File: src/rtl/core/usp_pkg.sv
// Shared types, constants and helper functions of the URL split parser.
package usp_pkg;

  localparam int unsigned USP_MAX_LEN     = 256;
  localparam int unsigned USP_QUEUE_DEPTH = 2;

  localparam logic [31:0] FNV_BASIS  = 32'h811c9dc5;
  localparam logic [31:0] HASH_HTTP  = 32'hc96448a5;
  localparam logic [31:0] HASH_HTTPS = 32'hdedea8e2;

  localparam logic [15:0] PORT_HTTP  = 16'd80;
  localparam logic [15:0] PORT_HTTPS = 16'd443;

  localparam logic [7:0] CH_NUL    = 8'h00;
  localparam logic [7:0] CH_TAB    = 8'h09;
  localparam logic [7:0] CH_CR     = 8'h0d;
  localparam logic [7:0] CH_SPACE  = 8'h20;
  localparam logic [7:0] CH_PLUS   = 8'h2b;
  localparam logic [7:0] CH_MINUS  = 8'h2d;
  localparam logic [7:0] CH_SLASH  = 8'h2f;
  localparam logic [7:0] CH_ZERO   = 8'h30;
  localparam logic [7:0] CH_NINE   = 8'h39;
  localparam logic [7:0] CH_COLON  = 8'h3a;
  localparam logic [7:0] CH_LBRACK = 8'h5b;
  localparam logic [7:0] CH_RBRACK = 8'h5d;

  typedef enum logic [1:0] {
    ST_OK,
    ST_NO_SCHEME,
    ST_NO_HOST_END,
    ST_OPEN_BRACKET
  } usp_status_e;

  typedef enum logic [1:0] {
    KIND_OTHER,
    KIND_HTTP,
    KIND_HTTPS
  } usp_kind_e;

  typedef enum logic [3:0] {
    CLS_OTHER,
    CLS_COLON,
    CLS_SLASH,
    CLS_LBRACK,
    CLS_RBRACK,
    CLS_SPACE,
    CLS_PLUS,
    CLS_MINUS,
    CLS_DIGIT
  } usp_cls_e;

  // One queued byte: raw value, its class, whether it is parsed and the end mark.
  typedef struct packed {
    logic [7:0] data;
    usp_cls_e   cls;
    logic       take;
    logic       last;
  } usp_entry_t;

  function automatic usp_cls_e usp_classify(input logic [7:0] b);
    usp_cls_e c;
    c = CLS_OTHER;
    if (b == CH_COLON) c = CLS_COLON;
    else if (b == CH_SLASH) c = CLS_SLASH;
    else if (b == CH_LBRACK) c = CLS_LBRACK;
    else if (b == CH_RBRACK) c = CLS_RBRACK;
    else if (b == CH_SPACE || (b >= CH_TAB && b <= CH_CR)) c = CLS_SPACE;
    else if (b == CH_PLUS) c = CLS_PLUS;
    else if (b == CH_MINUS) c = CLS_MINUS;
    else if (b >= CH_ZERO && b <= CH_NINE) c = CLS_DIGIT;
    return c;
  endfunction

  // FNV-1a step; the prime 0x01000193 is applied as a sum of shifts.
  function automatic logic [31:0] usp_fnv_step(input logic [31:0] h, input logic [7:0] b);
    logic [31:0] x;
    x = h ^ {24'd0, b};
    return x + (x << 1) + (x << 4) + (x << 7) + (x << 8) + (x << 24);
  endfunction

endpackage

File: src/rtl/core/usp_if.sv
// Request channel interfaces of the URL split parser.
interface usp_in_if import usp_pkg::*; ();
  logic       valid;
  logic       ready;
  logic [7:0] url_byte;
  logic       last_byte;

  modport source (output valid, output url_byte, output last_byte, input ready);
  modport sink   (input valid, input url_byte, input last_byte, output ready);
endinterface

interface usp_out_if import usp_pkg::*; ();
  logic        valid;
  logic        ready;
  logic [1:0]  status;
  logic [1:0]  scheme_kind;
  logic [7:0]  host_start;
  logic [7:0]  host_length;
  logic [15:0] port;
  logic        port_known;
  logic        path_present;
  logic [7:0]  path_start;

  modport source (output valid, output status, output scheme_kind, output host_start,
                  output host_length, output port, output port_known,
                  output path_present, output path_start, input ready);
  modport sink   (input valid, input status, input scheme_kind, input host_start,
                  input host_length, input port, input port_known,
                  input path_present, input path_start, output ready);
endinterface

File: src/rtl/core/url_split_parser_unit.sv
// Top level of the URL split parser: front end, byte queue and parser back end.
//
// The block takes a URL one byte per request on url_i, with last_byte set on
// the final byte, and returns one result request on result_o for each URL:
// status, scheme kind (http or https by FNV-1a 32 hash of the text before the
// first "://"), host start and length, port (explicit decimal port, else 80 or
// 443 by scheme), and the path start just after the path slash. A zero byte ends
// the string and later bytes up to last_byte are dropped; bytes at positions of
// MAX_LEN and above are dropped too. Index fields are the low 8 bits of the
// byte position. Throughput is one byte per clock cycle, set by the parser
// back end that applies one byte, including its hash multiply, per cycle; a
// last byte waits while the result register still holds an untaken result.
// With the byte queue empty, the last byte is written into the byte queue and
// the back end loads the result register as it takes it. That register holds
// the request until taken while the next URL keeps streaming in.
module url_split_parser_unit import usp_pkg::*; #(
  parameter int unsigned MAX_LEN     = USP_MAX_LEN,
  parameter int unsigned QUEUE_DEPTH = USP_QUEUE_DEPTH
) (
  input  logic      clk_i,
  input  logic      rst_ni,
  usp_in_if.sink    url_i,
  usp_out_if.source result_o
);

  // Front end to queue.
  logic       push_valid, push_ready;
  usp_entry_t push_entry;

  // Queue to back end.
  logic       pop_valid, pop_ready;
  usp_entry_t pop_entry;

  // Classify bytes and mark which ones are parsed.
  usp_front #(
    .MAX_LEN (MAX_LEN)
  ) u_front (
    .clk_i        (clk_i),
    .rst_ni       (rst_ni),
    .url_i        (url_i),
    .push_valid_o (push_valid),
    .push_ready_i (push_ready),
    .push_entry_o (push_entry)
  );

  // Decouple the byte stream from result back pressure.
  usp_queue #(
    .DEPTH (QUEUE_DEPTH)
  ) u_queue (
    .clk_i        (clk_i),
    .rst_ni       (rst_ni),
    .push_valid_i (push_valid),
    .push_ready_o (push_ready),
    .push_entry_i (push_entry),
    .pop_valid_o  (pop_valid),
    .pop_ready_i  (pop_ready),
    .pop_entry_o  (pop_entry)
  );

  // Parse and hold the result.
  usp_back #(
    .MAX_LEN (MAX_LEN)
  ) u_back (
    .clk_i       (clk_i),
    .rst_ni      (rst_ni),
    .pop_valid_i (pop_valid),
    .pop_ready_o (pop_ready),
    .pop_entry_i (pop_entry),
    .result_o    (result_o)
  );

endmodule

File: src/rtl/core/usp_front.sv
// Front end: accepts bytes, classifies them and tracks string end and capacity.
module usp_front import usp_pkg::*; #(
  parameter int unsigned MAX_LEN = USP_MAX_LEN
) (
  input  logic         clk_i,
  input  logic         rst_ni,
  usp_in_if.sink       url_i,
  output logic         push_valid_o,
  input  logic         push_ready_i,
  output usp_entry_t   push_entry_o
);

  localparam int unsigned PW = $clog2(MAX_LEN + 1);

  logic          ended_q, ended_d;
  logic [PW-1:0] pos_q, pos_d;
  logic          accept;
  logic          take;

  assign url_i.ready  = push_ready_i;
  assign push_valid_o = url_i.valid;
  assign accept       = url_i.valid && push_ready_i;

  // Parse a byte only before the terminating zero and below capacity.
  assign take = !ended_q && (url_i.url_byte != CH_NUL) && (pos_q < PW'(MAX_LEN));

  assign push_entry_o.data = url_i.url_byte;
  assign push_entry_o.cls  = usp_classify(url_i.url_byte);
  assign push_entry_o.take = take;
  assign push_entry_o.last = url_i.last_byte;

  always_comb begin
    ended_d = ended_q;
    pos_d   = pos_q;
    if (accept) begin
      if (url_i.last_byte) begin
        ended_d = 1'b0;
        pos_d   = '0;
      end else if (!ended_q && url_i.url_byte == CH_NUL) begin
        ended_d = 1'b1;
      end else if (take) begin
        pos_d = pos_q + 1'b1;
      end
    end
  end

  always_ff @(posedge clk_i or negedge rst_ni) begin
    if (!rst_ni) begin
      ended_q <= 1'b0;
      pos_q   <= '0;
    end else begin
      ended_q <= ended_d;
      pos_q   <= pos_d;
    end
  end

endmodule

File: src/rtl/core/usp_queue.sv
// Small FIFO between the front end and the parser back end.
module usp_queue import usp_pkg::*; #(
  parameter int unsigned DEPTH = USP_QUEUE_DEPTH
) (
  input  logic       clk_i,
  input  logic       rst_ni,
  input  logic       push_valid_i,
  output logic       push_ready_o,
  input  usp_entry_t push_entry_i,
  output logic       pop_valid_o,
  input  logic       pop_ready_i,
  output usp_entry_t pop_entry_o
);

  localparam int unsigned AW = (DEPTH > 1) ? $clog2(DEPTH) : 1;

  usp_entry_t    slots_q [DEPTH];
  logic [AW-1:0] wr_ptr_q, rd_ptr_q;
  logic [AW:0]   count_q;
  logic          push, pop;

  assign push_ready_o = (count_q < (AW+1)'(DEPTH));
  assign pop_valid_o  = (count_q != '0);
  assign pop_entry_o  = slots_q[rd_ptr_q];
  assign push         = push_valid_i && push_ready_o;
  assign pop          = pop_valid_o && pop_ready_i;

  always_ff @(posedge clk_i) begin
    if (push) begin
      slots_q[wr_ptr_q] <= push_entry_i;
    end
  end

  // Wrap the pointers at the last slot so that any depth works.
  always_ff @(posedge clk_i or negedge rst_ni) begin
    if (!rst_ni) begin
      wr_ptr_q <= '0;
      rd_ptr_q <= '0;
      count_q  <= '0;
    end else begin
      if (push) wr_ptr_q <= (wr_ptr_q == AW'(DEPTH - 1)) ? '0 : wr_ptr_q + 1'b1;
      if (pop) rd_ptr_q <= (rd_ptr_q == AW'(DEPTH - 1)) ? '0 : rd_ptr_q + 1'b1;
      if (push && !pop) count_q <= count_q + 1'b1;
      else if (pop && !push) count_q <= count_q - 1'b1;
    end
  end

endmodule

File: src/rtl/core/usp_back.sv
// Back end: scheme hash, host/port/path parser and the result register.
module usp_back import usp_pkg::*; #(
  parameter int unsigned MAX_LEN = USP_MAX_LEN
) (
  input  logic       clk_i,
  input  logic       rst_ni,
  input  logic       pop_valid_i,
  output logic       pop_ready_o,
  input  usp_entry_t pop_entry_i,
  usp_out_if.source  result_o
);

  localparam int unsigned PW = $clog2(MAX_LEN + 1);

  localparam logic [2:0] PH_SCHEME        = 3'd0;
  localparam logic [2:0] PH_HOST_FIRST    = 3'd1;
  localparam logic [2:0] PH_PLAIN         = 3'd2;
  localparam logic [2:0] PH_BRACKET       = 3'd3;
  localparam logic [2:0] PH_AFTER_BRACKET = 3'd4;
  localparam logic [2:0] PH_PORT          = 3'd5;
  localparam logic [2:0] PH_SEEK_SLASH    = 3'd6;
  localparam logic [2:0] PH_DONE          = 3'd7;

  localparam logic [1:0] AT_SPACE  = 2'd0;
  localparam logic [1:0] AT_DIGITS = 2'd1;
  localparam logic [1:0] AT_STOP   = 2'd2;

  logic [2:0]    phase_q, phase_d;
  logic [31:0]   hash_q, hash_d;
  logic [15:0]   recent_q, recent_d;
  logic [PW-1:0] pos_q, pos_d;
  logic [PW-1:0] host_begin_q, host_begin_d;
  logic [PW-1:0] host_end_q, host_end_d;
  logic [15:0]   acc_q, acc_d;
  logic [PW-1:0] path_begin_q, path_begin_d;
  logic          path_found_q, path_found_d;
  logic          colon_q, colon_d;
  logic          slash_q, slash_d;
  logic [PW-1:0] first_slash_q, first_slash_d;
  logic [1:0]    atoi_q, atoi_d;
  logic          neg_q, neg_d;

  logic          do_plain, do_enter, do_path, do_port;
  logic [15:0]   acc_times10;
  logic          pop, out_free;

  usp_status_e   res_status;
  usp_kind_e     res_kind;
  logic [PW-1:0] res_host_end, res_path_begin;
  logic          res_path_found;
  logic [15:0]   res_port;
  logic          res_known;

  logic          out_valid_q;
  logic [1:0]    status_q, kind_q;
  logic [7:0]    host_start_q, host_length_q, path_start_q;
  logic [15:0]   port_q;
  logic          known_q, path_present_q;

  assign out_free    = !out_valid_q || result_o.ready;
  assign pop_ready_o = !pop_entry_i.last || out_free;
  assign pop         = pop_valid_i && pop_ready_o;

  assign acc_times10 = (acc_q << 3) + (acc_q << 1) + {12'd0, pop_entry_i.data[3:0]};

  // Apply one byte to the parser state.
  always_comb begin
    phase_d       = phase_q;
    hash_d        = hash_q;
    recent_d      = recent_q;
    pos_d         = pos_q;
    host_begin_d  = host_begin_q;
    host_end_d    = host_end_q;
    acc_d         = acc_q;
    path_begin_d  = path_begin_q;
    path_found_d  = path_found_q;
    colon_d       = colon_q;
    slash_d       = slash_q;
    first_slash_d = first_slash_q;
    atoi_d        = atoi_q;
    neg_d         = neg_q;
    do_plain      = 1'b0;
    do_enter      = 1'b0;
    do_path       = 1'b0;
    do_port       = 1'b0;

    if (pop_entry_i.take) begin
      pos_d = pos_q + 1'b1;
      case (phase_q)
        PH_SCHEME: begin
          if (pos_q >= PW'(2) && recent_q[15:8] == CH_COLON && recent_q[7:0] == CH_SLASH &&
              pop_entry_i.data == CH_SLASH) begin
            phase_d = PH_HOST_FIRST;
          end else begin
            if (pos_q >= PW'(2)) hash_d = usp_fnv_step(hash_q, recent_q[15:8]);
            recent_d = {recent_q[7:0], pop_entry_i.data};
          end
        end
        PH_HOST_FIRST: begin
          if (pop_entry_i.cls == CLS_LBRACK) begin
            host_begin_d = pos_q + 1'b1;
            phase_d      = PH_BRACKET;
          end else begin
            host_begin_d = pos_q;
            phase_d      = PH_PLAIN;
            do_plain     = 1'b1;
          end
        end
        PH_PLAIN: do_plain = 1'b1;
        PH_BRACKET: begin
          if (pop_entry_i.cls == CLS_RBRACK) begin
            host_end_d = pos_q;
            phase_d    = PH_AFTER_BRACKET;
          end
        end
        PH_AFTER_BRACKET: begin
          if (pop_entry_i.cls == CLS_COLON) do_enter = 1'b1;
          else if (pop_entry_i.cls == CLS_SLASH) do_path = 1'b1;
          else phase_d = PH_SEEK_SLASH;
        end
        PH_PORT: begin
          if (pop_entry_i.cls == CLS_SLASH) do_path = 1'b1;
          else do_port = 1'b1;
        end
        PH_SEEK_SLASH: begin
          if (pop_entry_i.cls == CLS_SLASH) do_path = 1'b1;
        end
        default: ;
      endcase
    end

    if (do_plain) begin
      if (pop_entry_i.cls == CLS_COLON) begin
        host_end_d = pos_q;
        do_enter   = 1'b1;
      end else if (pop_entry_i.cls == CLS_SLASH && !slash_q) begin
        slash_d       = 1'b1;
        first_slash_d = pos_q;
      end
    end

    if (do_enter) begin
      colon_d = 1'b1;
      atoi_d  = AT_SPACE;
      neg_d   = 1'b0;
      acc_d   = '0;
      phase_d = PH_PORT;
    end

    if (do_path) begin
      path_found_d = 1'b1;
      path_begin_d = pos_q + 1'b1;
      phase_d      = PH_DONE;
    end

    // Port text: skip white space, take one sign, then digits.
    if (do_port) begin
      case (atoi_q)
        AT_SPACE: begin
          if (pop_entry_i.cls == CLS_SPACE) begin
            atoi_d = AT_SPACE;
          end else if (pop_entry_i.cls == CLS_PLUS || pop_entry_i.cls == CLS_MINUS) begin
            neg_d  = (pop_entry_i.cls == CLS_MINUS);
            atoi_d = AT_DIGITS;
          end else if (pop_entry_i.cls == CLS_DIGIT) begin
            acc_d  = acc_times10;
            atoi_d = AT_DIGITS;
          end else begin
            atoi_d = AT_STOP;
          end
        end
        AT_DIGITS: begin
          if (pop_entry_i.cls == CLS_DIGIT) acc_d = acc_times10;
          else atoi_d = AT_STOP;
        end
        default: ;
      endcase
    end
  end

  // Build the result from the state after the last byte.
  always_comb begin
    res_status     = ST_OK;
    res_host_end   = host_end_d;
    res_path_found = path_found_d;
    res_path_begin = path_begin_d;
    case (phase_d)
      PH_SCHEME:     res_status = ST_NO_SCHEME;
      PH_HOST_FIRST: res_status = ST_NO_HOST_END;
      PH_BRACKET:    res_status = ST_OPEN_BRACKET;
      PH_PLAIN: begin
        if (slash_d) begin
          res_host_end   = first_slash_d;
          res_path_found = 1'b1;
          res_path_begin = first_slash_d + 1'b1;
        end else begin
          res_status = ST_NO_HOST_END;
        end
      end
      default: ;
    endcase

    if (hash_d == HASH_HTTP) res_kind = KIND_HTTP;
    else if (hash_d == HASH_HTTPS) res_kind = KIND_HTTPS;
    else res_kind = KIND_OTHER;

    res_port  = '0;
    res_known = 1'b0;
    if (colon_d) begin
      res_port  = neg_d ? (16'd0 - acc_d) : acc_d;
      res_known = 1'b1;
    end else if (res_kind == KIND_HTTP) begin
      res_port  = PORT_HTTP;
      res_known = 1'b1;
    end else if (res_kind == KIND_HTTPS) begin
      res_port  = PORT_HTTPS;
      res_known = 1'b1;
    end
  end

  always_ff @(posedge clk_i or negedge rst_ni) begin
    if (!rst_ni) begin
      phase_q       <= PH_SCHEME;
      hash_q        <= FNV_BASIS;
      recent_q      <= '0;
      pos_q         <= '0;
      host_begin_q  <= '0;
      host_end_q    <= '0;
      acc_q         <= '0;
      path_begin_q  <= '0;
      path_found_q  <= 1'b0;
      colon_q       <= 1'b0;
      slash_q       <= 1'b0;
      first_slash_q <= '0;
      atoi_q        <= AT_SPACE;
      neg_q         <= 1'b0;
    end else if (pop) begin
      if (pop_entry_i.last) begin
        phase_q       <= PH_SCHEME;
        hash_q        <= FNV_BASIS;
        recent_q      <= '0;
        pos_q         <= '0;
        host_begin_q  <= '0;
        host_end_q    <= '0;
        acc_q         <= '0;
        path_begin_q  <= '0;
        path_found_q  <= 1'b0;
        colon_q       <= 1'b0;
        slash_q       <= 1'b0;
        first_slash_q <= '0;
        atoi_q        <= AT_SPACE;
        neg_q         <= 1'b0;
      end else begin
        phase_q       <= phase_d;
        hash_q        <= hash_d;
        recent_q      <= recent_d;
        pos_q         <= pos_d;
        host_begin_q  <= host_begin_d;
        host_end_q    <= host_end_d;
        acc_q         <= acc_d;
        path_begin_q  <= path_begin_d;
        path_found_q  <= path_found_d;
        colon_q       <= colon_d;
        slash_q       <= slash_d;
        first_slash_q <= first_slash_d;
        atoi_q        <= atoi_d;
        neg_q         <= neg_d;
      end
    end
  end

  always_ff @(posedge clk_i or negedge rst_ni) begin
    if (!rst_ni) begin
      out_valid_q <= 1'b0;
    end else if (pop && pop_entry_i.last) begin
      out_valid_q <= 1'b1;
    end else if (result_o.ready) begin
      out_valid_q <= 1'b0;
    end
  end

  // Error results carry only the status.
  always_ff @(posedge clk_i) begin
    if (pop && pop_entry_i.last) begin
      status_q <= res_status;
      if (res_status == ST_OK) begin
        kind_q         <= res_kind;
        host_start_q   <= 8'(host_begin_d);
        host_length_q  <= 8'(res_host_end) - 8'(host_begin_d);
        port_q         <= res_port;
        known_q        <= res_known;
        path_present_q <= res_path_found;
        path_start_q   <= res_path_found ? 8'(res_path_begin) : 8'd0;
      end else begin
        kind_q         <= KIND_OTHER;
        host_start_q   <= '0;
        host_length_q  <= '0;
        port_q         <= '0;
        known_q        <= 1'b0;
        path_present_q <= 1'b0;
        path_start_q   <= '0;
      end
    end
  end

  assign result_o.valid        = out_valid_q;
  assign result_o.status       = status_q;
  assign result_o.scheme_kind  = kind_q;
  assign result_o.host_start   = host_start_q;
  assign result_o.host_length  = host_length_q;
  assign result_o.port         = port_q;
  assign result_o.port_known   = known_q;
  assign result_o.path_present = path_present_q;
  assign result_o.path_start   = path_start_q;

endmodule
File: src/flat_wrapper.sv
// flat-port wrapper written by rule: the top's interface ports become plain ports
module url_split_parser_unit_flat import usp_pkg::*;
#(
  parameter int unsigned MAX_LEN     = USP_MAX_LEN,
  parameter int unsigned QUEUE_DEPTH = USP_QUEUE_DEPTH
)
  (clk_i, rst_ni, url_i_valid, url_i_url_byte, url_i_last_byte, url_i_ready, result_o_valid, result_o_status, result_o_scheme_kind, result_o_host_start, result_o_host_length, result_o_port, result_o_port_known, result_o_path_present, result_o_path_start, result_o_ready);
  usp_in_if url_i_i ();
  usp_out_if result_o_i ();
  input  logic clk_i;
  input  logic rst_ni;
  input wire logic [$bits(url_i_i.valid)-1:0] url_i_valid;
  input wire logic [$bits(url_i_i.url_byte)-1:0] url_i_url_byte;
  input wire logic [$bits(url_i_i.last_byte)-1:0] url_i_last_byte;
  output wire logic [$bits(url_i_i.ready)-1:0] url_i_ready;
  output wire logic [$bits(result_o_i.valid)-1:0] result_o_valid;
  output wire logic [$bits(result_o_i.status)-1:0] result_o_status;
  output wire logic [$bits(result_o_i.scheme_kind)-1:0] result_o_scheme_kind;
  output wire logic [$bits(result_o_i.host_start)-1:0] result_o_host_start;
  output wire logic [$bits(result_o_i.host_length)-1:0] result_o_host_length;
  output wire logic [$bits(result_o_i.port)-1:0] result_o_port;
  output wire logic [$bits(result_o_i.port_known)-1:0] result_o_port_known;
  output wire logic [$bits(result_o_i.path_present)-1:0] result_o_path_present;
  output wire logic [$bits(result_o_i.path_start)-1:0] result_o_path_start;
  input wire logic [$bits(result_o_i.ready)-1:0] result_o_ready;
  assign url_i_i.valid = url_i_valid;
  assign url_i_i.url_byte = url_i_url_byte;
  assign url_i_i.last_byte = url_i_last_byte;
  assign url_i_ready = url_i_i.ready;
  assign result_o_valid = result_o_i.valid;
  assign result_o_status = result_o_i.status;
  assign result_o_scheme_kind = result_o_i.scheme_kind;
  assign result_o_host_start = result_o_i.host_start;
  assign result_o_host_length = result_o_i.host_length;
  assign result_o_port = result_o_i.port;
  assign result_o_port_known = result_o_i.port_known;
  assign result_o_path_present = result_o_i.path_present;
  assign result_o_path_start = result_o_i.path_start;
  assign result_o_i.ready = result_o_ready;
  url_split_parser_unit #(.MAX_LEN(MAX_LEN), .QUEUE_DEPTH(QUEUE_DEPTH)) u_core (.clk_i(clk_i), .rst_ni(rst_ni), .url_i(url_i_i), .result_o(result_o_i));
endmodule
File: config.mk
export PLATFORM = sky130hd
export DESIGN_NAME = url_split_parser_unit_flat
export DESIGN_NICKNAME = d
export VERILOG_FILES = /design/src/rtl/core/usp_pkg.sv /design/src/rtl/core/usp_if.sv /design/src/rtl/core/url_split_parser_unit.sv /design/src/rtl/core/usp_front.sv /design/src/rtl/core/usp_queue.sv /design/src/rtl/core/usp_back.sv /design/src/flat_wrapper.sv
export SDC_FILE = /design/constraint.sdc
export NUM_CORES = 1
export LEC_CHECK = 0
export ABC_AREA = 1
export BUFFER_PORTS_ARGS = -buffer_cell sky130_fd_sc_hd__clkbuf_2
export CAP_MARGIN = 20
export CORE_ASPECT_RATIO = 0.5
export CORE_MARGIN = 2
export CORE_UTILIZATION = 40
export DETAILED_ROUTE_END_ITERATION = 8
export PLACE_DENSITY = 0.69
export SETUP_SLACK_MARGIN = 0.5
export SKIP_LAST_GASP = 1
export SYNTH_ARGS = -nofsm -noshare
export SYNTH_HDL_FRONTEND = slang
export SYNTH_SLANG_ARGS = --single-unit
File: constraint.sdc
create_clock -name clk_i -period 4.92 [get_ports clk_i]
set_clock_uncertainty 0.2 [all_clocks]
set_input_delay 0.246 -clock clk_i [delete_from_list [all_inputs] [get_ports clk_i]]
set_output_delay 0.246 -clock clk_i [all_outputs]
set_load 0.01 [all_outputs]
==> results.tsv <==
metric	value	unit
Period minus WS final	5100	ps
starting density of the core	0.404	
DP HPWL	34.5	mm
cell count after synthesis	2096	
Overflow after GRT	0	
nets	2532	
Cell Area, Synth	0.0162	mm^2
fin worst setup slack	-177	ps
Detailed Routing Iterations Pass 1	5	
Antenna Nets Post-Route	0	
WP buf/inv	6	
critical path's top delay family	adder cells	
io pins	61	
routed vias/inst	5.25	
Crit path largest cell delay	580	ps
Synth async-reset ratio	0.635	
syn_area_per_cell	7.75	um^2
largest cells by area after synthesis	dfrtp_1 18%, edfxtp_1 14%, nand2_1 11%	
syn nets	2288	
CTS tree	yes	
fill count	3606	
class of the most critical setup path	flip-flop to flip-flop	
Starting DRT DRC Count	1083	
WP data required	5060	ps
final setup fails	11	
FP Rows	52	
Crit-path slowest cell	dfstp_2	
Util after Layout	0.520	
first-pass GRT wire length	75.6	mm
Worst Path Arrival	5240	ps
die footprint	0.0423	mm^2
initial antenna violation count	0	
simple-gate share of the synthesized area	0.231	
routed len/inst	16.6	um
final wirelength	47.9	mm
pin count of the biggest net entering global routing	97	
outcome	finished with violations	
Yosys Warn Count	0	
setup TNS	-1250	ps
number of global-route vias before repair	14900	
most instantiated library cell after synthesis	nand2_1	
nature of the critical path startpoint	flip-flop	
worst-skew pair later-pin latency	510	ps
largest family of logic cells by synthesized area	simple AND/OR/NAND/NOR gates	
Post-Synth XOR/XNOR Area	0.0275	
critical path capture point type	flip-flop	
core region area	0.0402	mm^2
clock slew at reported path FFs	60	ps
share of layout cells above drive strength 1	0.263	
Root Buffer	clkbuf_16	
maxcap violations	0	
worst slew pin tran	1030	ps
most common flop cell mapped by yosys	dfrtp_1	
die width	289	um
failing checks	negative setup slack	
Final Hold Fails	0	
Residual DRC	0	
Die H	146	um
vias	15200	
post-synthesis cell type count	60	
CTS Buf Count	23	
launch point of the worst reg-to-reg path	u_core.u_back.hash_q[6]	
relative slew slack	0.312	
Synth Area in Compound Gates	0.127	
Hold/Removal Path Class	input port to asynchronous set/reset pin	
crit path launch	u_core.u_back.hash_q[6]	
Area Overhead vs Synth	28.7	%
Post-Synth Adder-Cell Area	0.174	
Pins Over Slew Limit	0	
fmax	0.196	GHz
PortBufs	60	
Final period util	1.04	
Post-synth top cells	471 x nand2_1, 379 x inv_1, 197 x nor2_1	
H-tree depth	1	
Yosys top cell area share	0.177	
critical path cell sequence	xor2_4 > buf_6 > inv_6 > fa_2 > fa_1 > fa_1 > inv_2 > ha_4 > nand2_2 > nor2_4 > buf_4 > buf_4 > nand4_1 > nand4_1 > nand3_1 > nand2_2 > nand3_1 > inv_1 > nand2_1 > nor2_4 > nand4_4 > a21oi_2	
Seq/Total Area, Yosys	0.337	
clk buf depth	3	
Antenna Cells	0	
post-synthesis mux area share	0	
GPL Wtd Cong	0.911	
RSZ-0062 raised after global routing	true	
EDFF count, synth	74	
Synth area leader	dfrtp_1	
CTS Sinks	203	
Yosys reg bits	203	
critical-path maximum fanout	6	
GR Util All Layers	0.220	
-- what timing repair did --
item	CTS	global route
endpoints found under the hold margin	105	0
buffers inserted	28	51
gates resized for setup	141	199
hold buffers	12	0
pin swaps	87	128
setup endpoints to repair	21	35
-- registers in the layout, indices dropped and copies added (netlist names), 3 cells and up --
name,count
u_core.u_back.path_begin_q,8
u_core.u_back.host_end_q,8
u_core.u_back.host_begin_q,8
u_core.u_back.result_o.host_length,8
u_core.u_back.pos_q,9
u_core.u_back.result_o.path_start,8
u_core.u_back.result_o.host_start,8
u_core.u_back.phase_q,3
u_core.u_back.acc_q,16
u_core.u_back.hash_q,32
u_core.u_queue.slots_q,28
u_core.u_back.first_slash_q,8
u_core.u_back.result_o.port,16
u_core.u_back.recent_q,16
u_core.u_front.pos_q,9
-- worst paths after layout --
| check | end | slack (ps) | cells past startpoint |
|---|---|---|---|
| max in group asynchronous | u_core.u_back.pos_q[0] | 3180 | 3 |
| min in group clk_i | u_core.u_back.host_begin_q[3] | 280 | 2 |
| worst min register to register | u_core.u_back.host_begin_q[3] | 280 | 2 |
| worst min-delay path | u_core.u_front.pos_q[6] | 180 | 2 |
| worst max register to register | u_core.u_back.result_o.port[0] | -180 | 22 |
| worst max-delay path | u_core.u_back.result_o.port[0] | -180 | 22 |
-- cell families after synthesis --
logic type,after synthesis
compound gates,355
fa+ha+maj,179
simple gates,880
flops,203
xor+xnor,51
buf+inv,428
-- worst reg2reg max path, cell delays in order (launching register included) --
cell and delay (ps):
dfstp_2 580, xor2_4 210, buf_6 140, inv_6 50
fa_2 560, fa_1 440, fa_1 520, inv_2 50
ha_4 300, nand2_2 100, nor2_4 170, buf_4 140
buf_4 90, nand4_1 150, nand4_1 150, nand3_1 140
nand2_2 130, nand3_1 80, inv_1 70, nand2_1 80
nor2_4 150, nand4_4 210, a21oi_2 230
-- area by class of cell --
type,instances,area (um^2),share of cell area
repair buffers,261,1990,0.0953
inverters,386,1470,0.0704
multi-input cells,1465,10500,0.504
clock buffers,33,653,0.0313
well taps,540,676,0.0323
clock inverters,8,90.1,0.00431
flip-flops and latches,203,5480,0.262
-- stage by stage --
stage	area, um^2	instances	setup WS, ps	hold WS, ps
after floorplan	16600	2096	501	-250
after global placement	18200	2762	-355	202
after detailed placement	18200	2764	-403	211
after CTS	19800	2845	17.2	244
after global routing	20900	2896	-323	282
final	20900	2896	-177	177
-- per-layer routing --
layer	global-route usage	vias to the layer above	share of wire
met3	0.0220	121	0.051
met1	0.291	7347	0.42
li1	-	7294	-
met4	0.0799	0	0.035
met5	0	-	0
met2	0.375	436	0.49
-- cell usage in the layout, fill, tap and decap left out, types with 14 or more instances in the layout --
cell type and count:
a21oi_1 60, a21oi_2 17, buf_4 164, buf_6 19
clkbuf_16 23, clkbuf_2 59, dfrtp_1 103, dfstp_2 14
edfxtp_1 74, fa_1 71, ha_1 79, ha_4 19
inv_1 351, inv_2 31, nand2_1 398, nand2_2 64
nand2_4 14, nand3_1 87, nand3_2 21, nand4_1 27
nor2_1 155, nor2_2 26, nor2_4 27, nor3_1 16
o21ai_0 112, o21ai_1 23, o21ai_2 16, o22ai_1 58
xor2_1 27
Power is not shown: default switching activity piles up to over one toggle a cycle in this logic, so the estimate is an artifact.
